==> src/hw/rtl/mnte_pkg.sv <==
// Shared types and constants for the MIDI note track encoder.
// No dependencies; imported by the controller, the datapath and the top level.
`default_nettype none

package mnte_pkg;

    localparam int TICK_BITS  = 32;
    localparam int TPS_BITS   = 10;
    localparam int GATE_BITS  = 7;
    localparam int PROD_BITS  = TPS_BITS + GATE_BITS;
    localparam int VLQ_GROUPS = (TICK_BITS + 6) / 7;
    localparam int GRP_BITS   = $clog2(VLQ_GROUPS);

    // floor(x / 100) == (x * DIV_RECIP) >> DIV_SHIFT for every x below 2^PROD_BITS
    localparam int DIV_SHIFT  = 24;
    localparam int RECIP_BITS = 18;
    localparam logic [RECIP_BITS-1:0] DIV_RECIP = 18'd167773;

    localparam logic [TPS_BITS-1:0]  TPS_RESET = 10'd120;
    localparam logic [GATE_BITS-1:0] GATE_MAX  = 7'd100;
    localparam logic [GATE_BITS-1:0] GATE_MIN  = 7'd1;

    localparam logic [7:0] ST_NOTE_ON  = 8'h90;
    localparam logic [7:0] ST_NOTE_OFF = 8'h80;
    localparam logic [7:0] META_EVENT  = 8'hFF;
    localparam logic [7:0] META_EOT    = 8'h2F;

    localparam logic CMD_STEP   = 1'b0;
    localparam logic CMD_FINISH = 1'b1;

    typedef struct packed {
        logic              cmd;
        logic signed [7:0] note;
        logic [6:0]        velocity;
        logic [7:0]        step_gate;
        logic [7:0]        default_gate;
        logic              instrument_ok;
    } in_word_t;

    typedef struct packed {
        logic [7:0] out_byte;
        logic       last_of_run;
    } out_word_t;

    typedef enum logic [3:0] {
        BSEL_DELTA,
        BSEL_OFF_STATUS,
        BSEL_ON_STATUS,
        BSEL_OFF_KEY,
        BSEL_ON_KEY,
        BSEL_ON_VEL,
        BSEL_ZERO,
        BSEL_META,
        BSEL_EOT
    } byte_sel_t;

    typedef enum logic [3:0] {
        ST_IDLE,
        ST_DECODE,
        ST_MUL,
        ST_DIV,
        ST_OFF_PREP,
        ST_OFF_DELTA,
        ST_OFF_STATUS,
        ST_OFF_KEY,
        ST_OFF_VEL,
        ST_ON_PREP,
        ST_ON_DELTA,
        ST_ON_STATUS,
        ST_ON_KEY,
        ST_ON_VEL,
        ST_EOT
    } state_t;

    typedef struct packed {
        logic      load;
        logic      advance;
        logic      mul;
        logic      div;
        logic      prep_off;
        logic      prep_on;
        logic      next_grp;
        logic      emit;
        byte_sel_t sel;
        logic      last;
        logic      flush_off;
        logic      arm_off;
        logic      clear;
    } dp_cmd_t;

    typedef struct packed {
        logic finish;
        logic sounding;
        logic off_pending;
        logic grp_zero;
        logic out_free;
    } dp_status_t;

endpackage

`default_nettype wire

==> src/hw/rtl/mnte_ctrl.sv <==
// Sequencing state machine of the MIDI note track encoder.
// Depends on mnte_pkg; drives the datapath by dp_cmd_t, reads dp_status_t.
`default_nettype none

module mnte_ctrl
    import mnte_pkg::*;
(
    input  wire logic       aclk,
    input  wire logic       aresetn,
    input  wire logic       s_valid,
    output logic            s_ready,
    input  wire dp_status_t st,
    output dp_cmd_t         cmd
);

    state_t     state_reg, state_next;
    logic [1:0] eot_reg, eot_next;

    always_ff @(posedge aclk) begin
        if (!aresetn) begin
            state_reg <= ST_IDLE;
            eot_reg   <= '0;
        end else begin
            state_reg <= state_next;
            eot_reg   <= eot_next;
        end
    end

    always_comb begin
        state_next = state_reg;
        eot_next   = eot_reg;
        cmd        = '0;
        cmd.sel    = BSEL_ZERO;
        s_ready    = 1'b0;
        unique case (state_reg)
            ST_IDLE: begin
                s_ready = 1'b1;
                if (s_valid) begin
                    cmd.load   = 1'b1;
                    state_next = ST_DECODE;
                end
            end
            ST_DECODE: begin
                eot_next = '0;
                if (st.finish) begin
                    state_next = st.off_pending ? ST_OFF_PREP : ST_EOT;
                end else if (st.sounding) begin
                    state_next = ST_MUL;
                end else begin
                    cmd.advance = 1'b1;
                    state_next  = ST_IDLE;
                end
            end
            ST_MUL: begin
                cmd.mul    = 1'b1;
                state_next = ST_DIV;
            end
            ST_DIV: begin
                cmd.div    = 1'b1;
                state_next = st.off_pending ? ST_OFF_PREP : ST_ON_PREP;
            end
            ST_OFF_PREP: begin
                cmd.prep_off = 1'b1;
                state_next   = ST_OFF_DELTA;
            end
            ST_OFF_DELTA: begin
                if (st.out_free) begin
                    cmd.emit = 1'b1;
                    cmd.sel  = BSEL_DELTA;
                    if (st.grp_zero) begin
                        state_next = ST_OFF_STATUS;
                    end else begin
                        cmd.next_grp = 1'b1;
                    end
                end
            end
            ST_OFF_STATUS: begin
                if (st.out_free) begin
                    cmd.emit   = 1'b1;
                    cmd.sel    = BSEL_OFF_STATUS;
                    state_next = ST_OFF_KEY;
                end
            end
            ST_OFF_KEY: begin
                if (st.out_free) begin
                    cmd.emit   = 1'b1;
                    cmd.sel    = BSEL_OFF_KEY;
                    state_next = ST_OFF_VEL;
                end
            end
            ST_OFF_VEL: begin
                if (st.out_free) begin
                    cmd.emit      = 1'b1;
                    cmd.sel       = BSEL_ZERO;
                    cmd.flush_off = 1'b1;
                    state_next    = st.finish ? ST_EOT : ST_ON_PREP;
                end
            end
            ST_ON_PREP: begin
                cmd.prep_on = 1'b1;
                state_next  = ST_ON_DELTA;
            end
            ST_ON_DELTA: begin
                if (st.out_free) begin
                    cmd.emit = 1'b1;
                    cmd.sel  = BSEL_DELTA;
                    if (st.grp_zero) begin
                        state_next = ST_ON_STATUS;
                    end else begin
                        cmd.next_grp = 1'b1;
                    end
                end
            end
            ST_ON_STATUS: begin
                if (st.out_free) begin
                    cmd.emit   = 1'b1;
                    cmd.sel    = BSEL_ON_STATUS;
                    state_next = ST_ON_KEY;
                end
            end
            ST_ON_KEY: begin
                if (st.out_free) begin
                    cmd.emit   = 1'b1;
                    cmd.sel    = BSEL_ON_KEY;
                    state_next = ST_ON_VEL;
                end
            end
            ST_ON_VEL: begin
                if (st.out_free) begin
                    cmd.emit    = 1'b1;
                    cmd.sel     = BSEL_ON_VEL;
                    cmd.last    = 1'b1;
                    cmd.arm_off = 1'b1;
                    state_next  = ST_IDLE;
                end
            end
            ST_EOT: begin
                if (st.out_free) begin
                    cmd.emit = 1'b1;
                    eot_next = eot_reg + 2'd1;
                    unique case (eot_reg)
                        2'd0: cmd.sel = BSEL_ZERO;
                        2'd1: cmd.sel = BSEL_META;
                        2'd2: cmd.sel = BSEL_EOT;
                        default: begin
                            cmd.sel    = BSEL_ZERO;
                            cmd.last   = 1'b1;
                            cmd.clear  = 1'b1;
                            state_next = ST_IDLE;
                        end
                    endcase
                end
            end
            default: state_next = ST_IDLE;
        endcase
    end

    a_emit_when_free: assert property (@(posedge aclk) disable iff (!aresetn)
        cmd.emit |-> st.out_free)
        else $error("byte emitted while output register is full");

    a_on_after_flush: assert property (@(posedge aclk) disable iff (!aresetn)
        cmd.prep_on |-> !st.off_pending)
        else $error("note-on started with a note-off still pending");

    a_arm_sets_pending: assert property (@(posedge aclk) disable iff (!aresetn)
        cmd.arm_off |=> st.off_pending)
        else $error("note-on did not leave a pending note-off");

    a_clear_drops_pending: assert property (@(posedge aclk) disable iff (!aresetn)
        cmd.clear |=> !st.off_pending)
        else $error("end of track left a pending note-off");

endmodule

`default_nettype wire

==> src/hw/rtl/mnte_dp.sv <==
// Datapath of the MIDI note track encoder: timing state, note length,
// delta groups and output register. Depends on mnte_pkg.
`default_nettype none

module mnte_dp
    import mnte_pkg::*;
(
    input  wire logic                aclk,
    input  wire logic                aresetn,
    input  wire logic                cfg_valid,
    output logic                     cfg_ready,
    input  wire logic [TPS_BITS-1:0] cfg_data,
    input  wire in_word_t            s_data,
    input  wire dp_cmd_t             cmd,
    output dp_status_t               st,
    output logic                     m_valid,
    input  wire logic                m_ready,
    output out_word_t                m_data
);

    logic [TPS_BITS-1:0]         tps_reg;
    in_word_t                    in_reg;
    logic [PROD_BITS-1:0]        prod_reg;
    logic [TPS_BITS-1:0]         dur_reg;
    logic [TICK_BITS-1:0]        step_start_reg;
    logic [TICK_BITS-1:0]        last_tick_reg;
    logic                        off_pending_reg;
    logic [6:0]                  off_note_reg;
    logic [TICK_BITS-1:0]        off_tick_reg;
    logic [VLQ_GROUPS*7-1:0]     delta_reg;
    logic [GRP_BITS-1:0]         grp_reg;
    out_word_t                   out_reg;
    logic                        out_valid_reg;

    logic [7:0]                  gate_raw;
    logic [GATE_BITS-1:0]        gate;
    logic [PROD_BITS+RECIP_BITS-1:0] quo_full;
    logic [TPS_BITS-1:0]         quo;
    logic [TICK_BITS-1:0]        ev_tick;
    logic [VLQ_GROUPS*7-1:0]     delta_new;
    logic [GRP_BITS-1:0]         grp_new;
    logic [6:0]                  grp_arr [VLQ_GROUPS];
    logic [7:0]                  byte_val;
    logic                        out_free;

    assign cfg_ready = 1'b1;

    always_comb begin
        gate_raw = (in_reg.step_gate != 8'd0) ? in_reg.step_gate : in_reg.default_gate;
        if (gate_raw == 8'd0) begin
            gate = GATE_MIN;
        end else if (gate_raw > {1'b0, GATE_MAX}) begin
            gate = GATE_MAX;
        end else begin
            gate = gate_raw[GATE_BITS-1:0];
        end
    end

    assign quo_full = prod_reg * DIV_RECIP;
    assign quo      = quo_full[DIV_SHIFT +: TPS_BITS];

    always_comb begin
        ev_tick   = cmd.prep_off ? off_tick_reg : step_start_reg;
        delta_new = {{(VLQ_GROUPS*7-TICK_BITS){1'b0}}, ev_tick - last_tick_reg};
        grp_new   = '0;
        for (int g = 1; g < VLQ_GROUPS; g++) begin
            if ((delta_new >> (7 * g)) != '0) begin
                grp_new = GRP_BITS'(g);
            end
        end
    end

    always_comb begin
        for (int g = 0; g < VLQ_GROUPS; g++) begin
            grp_arr[g] = delta_reg[7*g +: 7];
        end
    end

    always_comb begin
        case (cmd.sel)
            BSEL_DELTA:      byte_val = {grp_reg != '0, grp_arr[grp_reg]};
            BSEL_OFF_STATUS: byte_val = ST_NOTE_OFF;
            BSEL_ON_STATUS:  byte_val = ST_NOTE_ON;
            BSEL_OFF_KEY:    byte_val = {1'b0, off_note_reg};
            BSEL_ON_KEY:     byte_val = {1'b0, in_reg.note[6:0]};
            BSEL_ON_VEL:     byte_val = {1'b0, in_reg.velocity};
            BSEL_META:       byte_val = META_EVENT;
            BSEL_EOT:        byte_val = META_EOT;
            default:         byte_val = 8'h00;
        endcase
    end

    assign out_free = !out_valid_reg || m_ready;

    always_ff @(posedge aclk) begin
        if (!aresetn) begin
            tps_reg         <= TPS_RESET;
            step_start_reg  <= '0;
            last_tick_reg   <= '0;
            off_pending_reg <= 1'b0;
            off_note_reg    <= '0;
            off_tick_reg    <= '0;
            out_valid_reg   <= 1'b0;
        end else begin
            if (cfg_valid) begin
                tps_reg <= (cfg_data == '0) ? TPS_BITS'(1) : cfg_data;
            end
            if (cmd.advance) begin
                step_start_reg <= step_start_reg + TICK_BITS'(tps_reg);
            end
            if (cmd.prep_off || cmd.prep_on) begin
                last_tick_reg <= ev_tick;
            end
            if (cmd.flush_off) begin
                off_pending_reg <= 1'b0;
            end
            if (cmd.arm_off) begin
                off_pending_reg <= 1'b1;
                off_note_reg    <= in_reg.note[6:0];
                off_tick_reg    <= step_start_reg + TICK_BITS'(dur_reg);
                step_start_reg  <= step_start_reg + TICK_BITS'(tps_reg);
            end
            if (cmd.clear) begin
                step_start_reg  <= '0;
                last_tick_reg   <= '0;
                off_pending_reg <= 1'b0;
                off_note_reg    <= '0;
                off_tick_reg    <= '0;
            end
            if (cmd.emit) begin
                out_valid_reg <= 1'b1;
            end else if (m_ready) begin
                out_valid_reg <= 1'b0;
            end
        end
    end

    always_ff @(posedge aclk) begin
        if (cmd.load) begin
            in_reg <= s_data;
        end
        if (cmd.mul) begin
            prod_reg <= tps_reg * gate;
        end
        if (cmd.div) begin
            dur_reg <= (quo == '0) ? TPS_BITS'(1) : quo;
        end
        if (cmd.prep_off || cmd.prep_on) begin
            delta_reg <= delta_new;
            grp_reg   <= grp_new;
        end else if (cmd.next_grp) begin
            grp_reg <= grp_reg - GRP_BITS'(1);
        end
        if (cmd.emit) begin
            out_reg.out_byte    <= byte_val;
            out_reg.last_of_run <= cmd.last;
        end
    end

    assign st.finish      = (in_reg.cmd == CMD_FINISH);
    assign st.sounding    = (in_reg.cmd == CMD_STEP) && in_reg.instrument_ok
                            && !in_reg.note[7] && (in_reg.velocity != 7'd0);
    assign st.off_pending = off_pending_reg;
    assign st.grp_zero    = (grp_reg == '0);
    assign st.out_free    = out_free;

    assign m_valid = out_valid_reg;
    assign m_data  = out_reg;

endmodule

`default_nettype wire

==> src/hw/rtl/midi_note_track_encoder.sv <==
// Top level of the MIDI note track encoder: state machine plus datapath.
// Depends on mnte_pkg, mnte_ctrl and mnte_dp.
//
//   channel   direction  handshake              word
//   s_        in         s_valid / s_ready      in_word_t, one step or finish
//   m_        out        m_valid / m_ready      out_word_t, one track byte
//   cfg_      in         cfg_valid / cfg_ready  ticks of one step, always ready
//
// A silent step is accepted, then decoded and advanced.
// A sounding step passes decode, multiply and divide, then issues 4 to 8 bytes,
// or 8 to 16 bytes with a pending note-off; at most one byte issues a cycle.
// Finish passes decode, an optional note-off (prepare plus 4..8 bytes), then 4 bytes.
// A stalled m_ready holds the sequencer; the next word is taken only in idle.
// Reset is synchronous on aresetn low and needs no clearing pass.
`default_nettype none

module midi_note_track_encoder
    import mnte_pkg::*;
(
    input  wire logic                aclk,
    input  wire logic                aresetn,
    input  wire logic                cfg_valid,
    output logic                     cfg_ready,
    input  wire logic [TPS_BITS-1:0] cfg_data,
    input  wire logic                s_valid,
    output logic                     s_ready,
    input  wire in_word_t            s_data,
    output logic                     m_valid,
    input  wire logic                m_ready,
    output out_word_t                m_data
);

    dp_cmd_t    cmd;
    dp_status_t st;

    mnte_ctrl u_ctrl (
        .aclk    (aclk),
        .aresetn (aresetn),
        .s_valid (s_valid),
        .s_ready (s_ready),
        .st      (st),
        .cmd     (cmd)
    );

    mnte_dp u_dp (
        .aclk      (aclk),
        .aresetn   (aresetn),
        .cfg_valid (cfg_valid),
        .cfg_ready (cfg_ready),
        .cfg_data  (cfg_data),
        .s_data    (s_data),
        .cmd       (cmd),
        .st        (st),
        .m_valid   (m_valid),
        .m_ready   (m_ready),
        .m_data    (m_data)
    );

endmodule

`default_nettype wire

==> config.mk <==
export PLATFORM = sky130hd
export DESIGN_NAME = midi_note_track_encoder
export DESIGN_NICKNAME = d
export VERILOG_FILES = /design/src/hw/rtl/mnte_pkg.sv /design/src/hw/rtl/mnte_ctrl.sv /design/src/hw/rtl/mnte_dp.sv /design/src/hw/rtl/midi_note_track_encoder.sv
export SDC_FILE = /design/constraint.sdc
export NUM_CORES = 1
export LEC_CHECK = 0
export ABC_AREA = 1
export BUFFER_PORTS_ARGS = -buffer_cell sky130_fd_sc_hd__buf_2
export CORE_MARGIN = 3
export CORE_UTILIZATION = 36
export CTS_CLUSTER_SIZE = 14
export DETAILED_ROUTE_END_ITERATION = 10
export SKIP_CTS_REPAIR_TIMING = 1
export SYNTH_ARGS = -nofsm -noshare
export SYNTH_HDL_FRONTEND = slang
export SYNTH_SLANG_ARGS = --single-unit
==> constraint.sdc <==
create_clock -name aclk -period 6.52 [get_ports aclk]
set_clock_uncertainty 0.1 [all_clocks]
set_input_delay 0.652 -clock aclk [delete_from_list [all_inputs] [get_ports aclk]]
set_output_delay 0.652 -clock aclk [all_outputs]
set_load 0.1 [all_outputs]
==> impl_metrics.prom <==
# TYPE chip_impl_metric gauge
chip_impl_metric{name="maxCapViolCount",unit=""} 0
chip_impl_info{name="worst_path_most_repeated_cell",value="sky130_fd_sc_hd__nand2_1"} 1
chip_impl_metric{name="die-height",unit="um"} 249.2
chip_impl_metric{name="timing.reg2reg.setup_slack",unit="ns"} 0.42
chip_impl_metric{name="synth-simple-area-share",unit=""} 0.2092
chip_impl_metric{name="wire_length_of_the_first_global_routing_pass",unit="um"} 91170
chip_impl_metric{name="maxSlewHeadroom",unit=""} 0.3193
chip_impl_info{name="clk_root_buffer_cell",value="sky130_fd_sc_hd__clkbuf_16"} 1
chip_impl_metric{name="layout_min_cycle_time",unit="ns"} 6.098
chip_impl_info{name="synthFlopType",value="sky130_fd_sc_hd__dfxtp_1"} 1
chip_impl_metric{name="grt_max_degree",unit=""} 63
chip_impl_metric{name="yosys-mux-area-fraction",unit=""} 0.001528
chip_impl_metric{name="dp.cells",unit=""} 3593
chip_impl_metric{name="setup_slack",unit="ns"} 0.4217
chip_impl_metric{name="post_synth_num_cell_types",unit=""} 60
chip_impl_metric{name="cp_data_required_time",unit="ns"} 6.71
chip_impl_metric{name="fraction_of_the_mapped_netlist_area_in_compound_gates",unit=""} 0.1134
chip_impl_metric{name="ctsLongestPathBuffers",unit=""} 3
chip_impl_metric{name="finalWeightedCongestion",unit=""} 0.9304
chip_impl_metric{name="final.setup.tns",unit="ns"} 0
chip_impl_metric{name="timing.final.crit_share",unit=""} 0.9353
chip_impl_info{name="end_kind",value="flop"} 1
chip_impl_metric{name="slew_violations",unit=""} 0
chip_impl_metric{name="antenna_left",unit=""} 0
chip_impl_metric{name="cts.reportedPaths.clkPinSlew",unit="ns"} 0.06
chip_impl_metric{name="buffers_and_inverters_on_the_worst_path",unit=""} 5
chip_impl_metric{name="cts_inserted_buffers",unit=""} 27
chip_impl_metric{name="synthesized_area_per_cell",unit="um^2"} 7.587
chip_impl_metric{name="port_buf_inserts",unit=""} 58
chip_impl_metric{name="hpwlAfterDp",unit="um"} 46300
chip_impl_metric{name="via_per_instance_ratio",unit=""} 4.860
chip_impl_metric{name="total_wirelength_of_the_detailed_routed_design",unit="um"} 56040
chip_impl_info{name="critical_path.slowest_cell",value="sky130_fd_sc_hd__fa_1"} 1
chip_impl_metric{name="timing.fmax",unit="MHz"} 164.0
chip_impl_metric{name="post_synth_xor_area_fraction",unit=""} 0.02098
chip_impl_metric{name="remaining_drc_errors",unit=""} 0
chip_impl_metric{name="critPathMaxStageDelay",unit="ns"} 0.55
chip_impl_metric{name="synth_fa_ha_area_frac",unit=""} 0.2762
chip_impl_metric{name="h-tree-depth",unit=""} 1
chip_impl_metric{name="ios",unit=""} 60
chip_impl_metric{name="routed-via-count",unit=""} 17704
chip_impl_metric{name="post-place-ws",unit="ns"} 0.3743
chip_impl_info{name="timing.critical_path.from_type",value="flop"} 1
chip_impl_metric{name="final-setup-viol-count",unit=""} 0
chip_impl_metric{name="critical_path_arrival",unit="ns"} 6.29
chip_impl_metric{name="track_usage",unit=""} 0.1802
chip_impl_metric{name="iteration_0_drc_count_of_the_detailed_router",unit=""} 1237
chip_impl_metric{name="synth-seq-area-share",unit=""} 0.2605
chip_impl_metric{name="dieArea",unit="um^2"} 62090
chip_impl_info{name="timing.setup.critical_path_class",value="flop to flop"} 1
chip_impl_metric{name="grt_pass1_vias",unit=""} 17153
chip_impl_metric{name="placeableCoreArea",unit="um^2"} 58140
chip_impl_info{name="outcome",value="completed"} 1
chip_impl_info{name="combinational_family_with_the_most_area_after_synthesis",value="adder cells"} 1
chip_impl_metric{name="final-hold-violation-count",unit=""} 0
chip_impl_metric{name="count_of_non_filler_cells_in_the_finished_layout",unit=""} 3643
chip_impl_metric{name="asyncSetResetFlopFracSynth",unit=""} 0
chip_impl_metric{name="routed_length_per_placed_instance",unit="um"} 15.38
chip_impl_metric{name="clock_sinks",unit=""} 225
chip_impl_info{name="path_delay_family",value="adder cells"} 1
chip_impl_metric{name="grt_overflow_total",unit=""} 0
chip_impl_metric{name="post_route_cells_drive_above_1_share",unit=""} 0.06465
chip_impl_metric{name="final_net_count",unit=""} 3285
chip_impl_metric{name="synth.net_count",unit=""} 3234
chip_impl_metric{name="number_of_synthesized_flops_with_an_enable_pin",unit=""} 104
chip_impl_metric{name="clkLatencyLatePin",unit="ns"} 0.55
chip_impl_metric{name="floorplan.initialDensity",unit=""} 0.3662
chip_impl_metric{name="antenna_violations_before_repair",unit=""} 2
chip_impl_metric{name="post_synth_inst_count",unit=""} 2806
chip_impl_metric{name="finish.utilization",unit=""} 0.4017
chip_impl_metric{name="worst-path-max-fanout",unit=""} 10
chip_impl_metric{name="drt_first_pass_iters",unit=""} 6
chip_impl_metric{name="chipWidth",unit="um"} 249.2
chip_impl_info{name="rsz0062_at_grt",value="false"} 1
chip_impl_metric{name="syn-cell-area",unit="um^2"} 21290
chip_impl_metric{name="synthesis_warning_total",unit=""} 0
chip_impl_metric{name="worstMarginPinSlew",unit="ns"} 1.021
chip_impl_info{name="cts_tree",value="built"} 1
chip_impl_metric{name="ys_ff_latch",unit=""} 225
chip_impl_info{name="timing.hold.worst.class",value="primary input to flop"} 1
chip_impl_metric{name="floorplan.rows",unit=""} 88
chip_impl_metric{name="syn2layout_area_growth",unit="%"} 9.697
cell type report:
type	instances	area (um^2)
fill	6075	34780
multi-input combinational	1918	13250
sequential	225	5545
inverter	617	2317
tap	765	957.2
clock buffer	32	694.4
timing repair buffer	68	365.4
clock inverter	17	227.7
antenna	1	2.502
metrics by stage:
stage | instance area [um^2] | hold slack, ns
after floorplan | 21290 | 0.3392
after CTS | 23350 | 0.1486
after global routing | 23350 | 0.1613
after global placement | 22430 | 0.3505
after detailed placement | 22430 | 0.3533
final | 23350 | 0.1781
cell families after synthesis:
| group | Yosys count |
|---|---|
| fa+ha+maj | 380 |
| simple gates | 1060 |
| buf+inv | 663 |
| xor+xnor | 51 |
| flops | 225 |
| compound gates | 423 |
| other cells | 1 |
| mux | 3 |
placed cells by master (no fill, tap or decap), types with 5 or more instances in the layout:
| master | instances |
|---|---|
| sky130_fd_sc_hd__a211oi_1 | 37 |
| sky130_fd_sc_hd__a21o_1 | 10 |
| sky130_fd_sc_hd__a21oi_1 | 169 |
| sky130_fd_sc_hd__a31oi_1 | 19 |
| sky130_fd_sc_hd__buf_2 | 58 |
| sky130_fd_sc_hd__buf_4 | 10 |
| sky130_fd_sc_hd__bufinv_16 | 5 |
| sky130_fd_sc_hd__clkbuf_1 | 5 |
| sky130_fd_sc_hd__clkbuf_16 | 27 |
| sky130_fd_sc_hd__clkinv_2 | 5 |
| sky130_fd_sc_hd__dfxtp_1 | 121 |
| sky130_fd_sc_hd__edfxtp_1 | 104 |
| sky130_fd_sc_hd__fa_1 | 150 |
| sky130_fd_sc_hd__ha_1 | 230 |
| sky130_fd_sc_hd__inv_1 | 597 |
| sky130_fd_sc_hd__inv_2 | 19 |
| sky130_fd_sc_hd__nand2_1 | 555 |
| sky130_fd_sc_hd__nand2_2 | 16 |
| sky130_fd_sc_hd__nand3_1 | 101 |
| sky130_fd_sc_hd__nand4_1 | 28 |
| sky130_fd_sc_hd__nor2_1 | 281 |
| sky130_fd_sc_hd__nor2_2 | 8 |
| sky130_fd_sc_hd__nor2_4 | 10 |
| sky130_fd_sc_hd__nor3_1 | 35 |
| sky130_fd_sc_hd__nor4_1 | 7 |
| sky130_fd_sc_hd__o211ai_1 | 11 |
| sky130_fd_sc_hd__o21ai_0 | 126 |
| sky130_fd_sc_hd__o21ai_1 | 9 |
| sky130_fd_sc_hd__o21bai_1 | 6 |
| sky130_fd_sc_hd__o22ai_1 | 6 |
| sky130_fd_sc_hd__or2_2 | 5 |
| sky130_fd_sc_hd__xnor2_1 | 15 |
| sky130_fd_sc_hd__xor2_1 | 36 |
synthesized netlist by cell type, types with 36 or more instances:
| library cell | instances | area (um^2) |
|---|---|---|
| sky130_fd_sc_hd__a211oi_1 | 37 | 277.8 |
| sky130_fd_sc_hd__a21oi_1 | 169 | 845.8 |
| sky130_fd_sc_hd__dfxtp_1 | 121 | 2422 |
| sky130_fd_sc_hd__edfxtp_1 | 104 | 3123 |
| sky130_fd_sc_hd__fa_1 | 150 | 3003 |
| sky130_fd_sc_hd__ha_1 | 230 | 2878 |
| sky130_fd_sc_hd__inv_1 | 597 | 2241 |
| sky130_fd_sc_hd__nand2_1 | 556 | 2087 |
| sky130_fd_sc_hd__nand3_1 | 101 | 505.5 |
| sky130_fd_sc_hd__nor2_1 | 281 | 1055 |
| sky130_fd_sc_hd__nor3_1 | 36 | 180.2 |
| sky130_fd_sc_hd__o21ai_0 | 126 | 630.6 |
| sky130_fd_sc_hd__xor2_1 | 36 | 315.3 |
metal layers:
metal / wire [um] / GRT usage / up-vias / share of wire
met5: 13 / 0 / - / 0.00023
met4: 1460 / 0.04509 / 2 / 0.026
met3: 2657 / 0.02161 / 89 / 0.047
met2: 25430 / 0.2931 / 407 / 0.45
met1: 26480 / 0.2549 / 8167 / 0.47
li1: - / - / 9039 / -
worst paths after layout:
path	from	to	depth (start not counted)
worst max-delay path	u_dp.in_reg[13]$_DFFE_PP_	u_dp.prod_reg[13]$_DFFE_PP_	29
worst min-delay path	s_data[24]	u_dp.in_reg[24]$_DFFE_PP_	1
worst max register to register	u_dp.in_reg[13]$_DFFE_PP_	u_dp.prod_reg[13]$_DFFE_PP_	29
worst min register to register	u_dp.off_tick_reg[0]$_SDFFE_PP0P_	u_dp.off_tick_reg[0]$_SDFFE_PP0P_	2
Power is left out: the tool's default activity adds up to more than one toggle a clock period on the data nets, which glitch-free logic cannot reach.
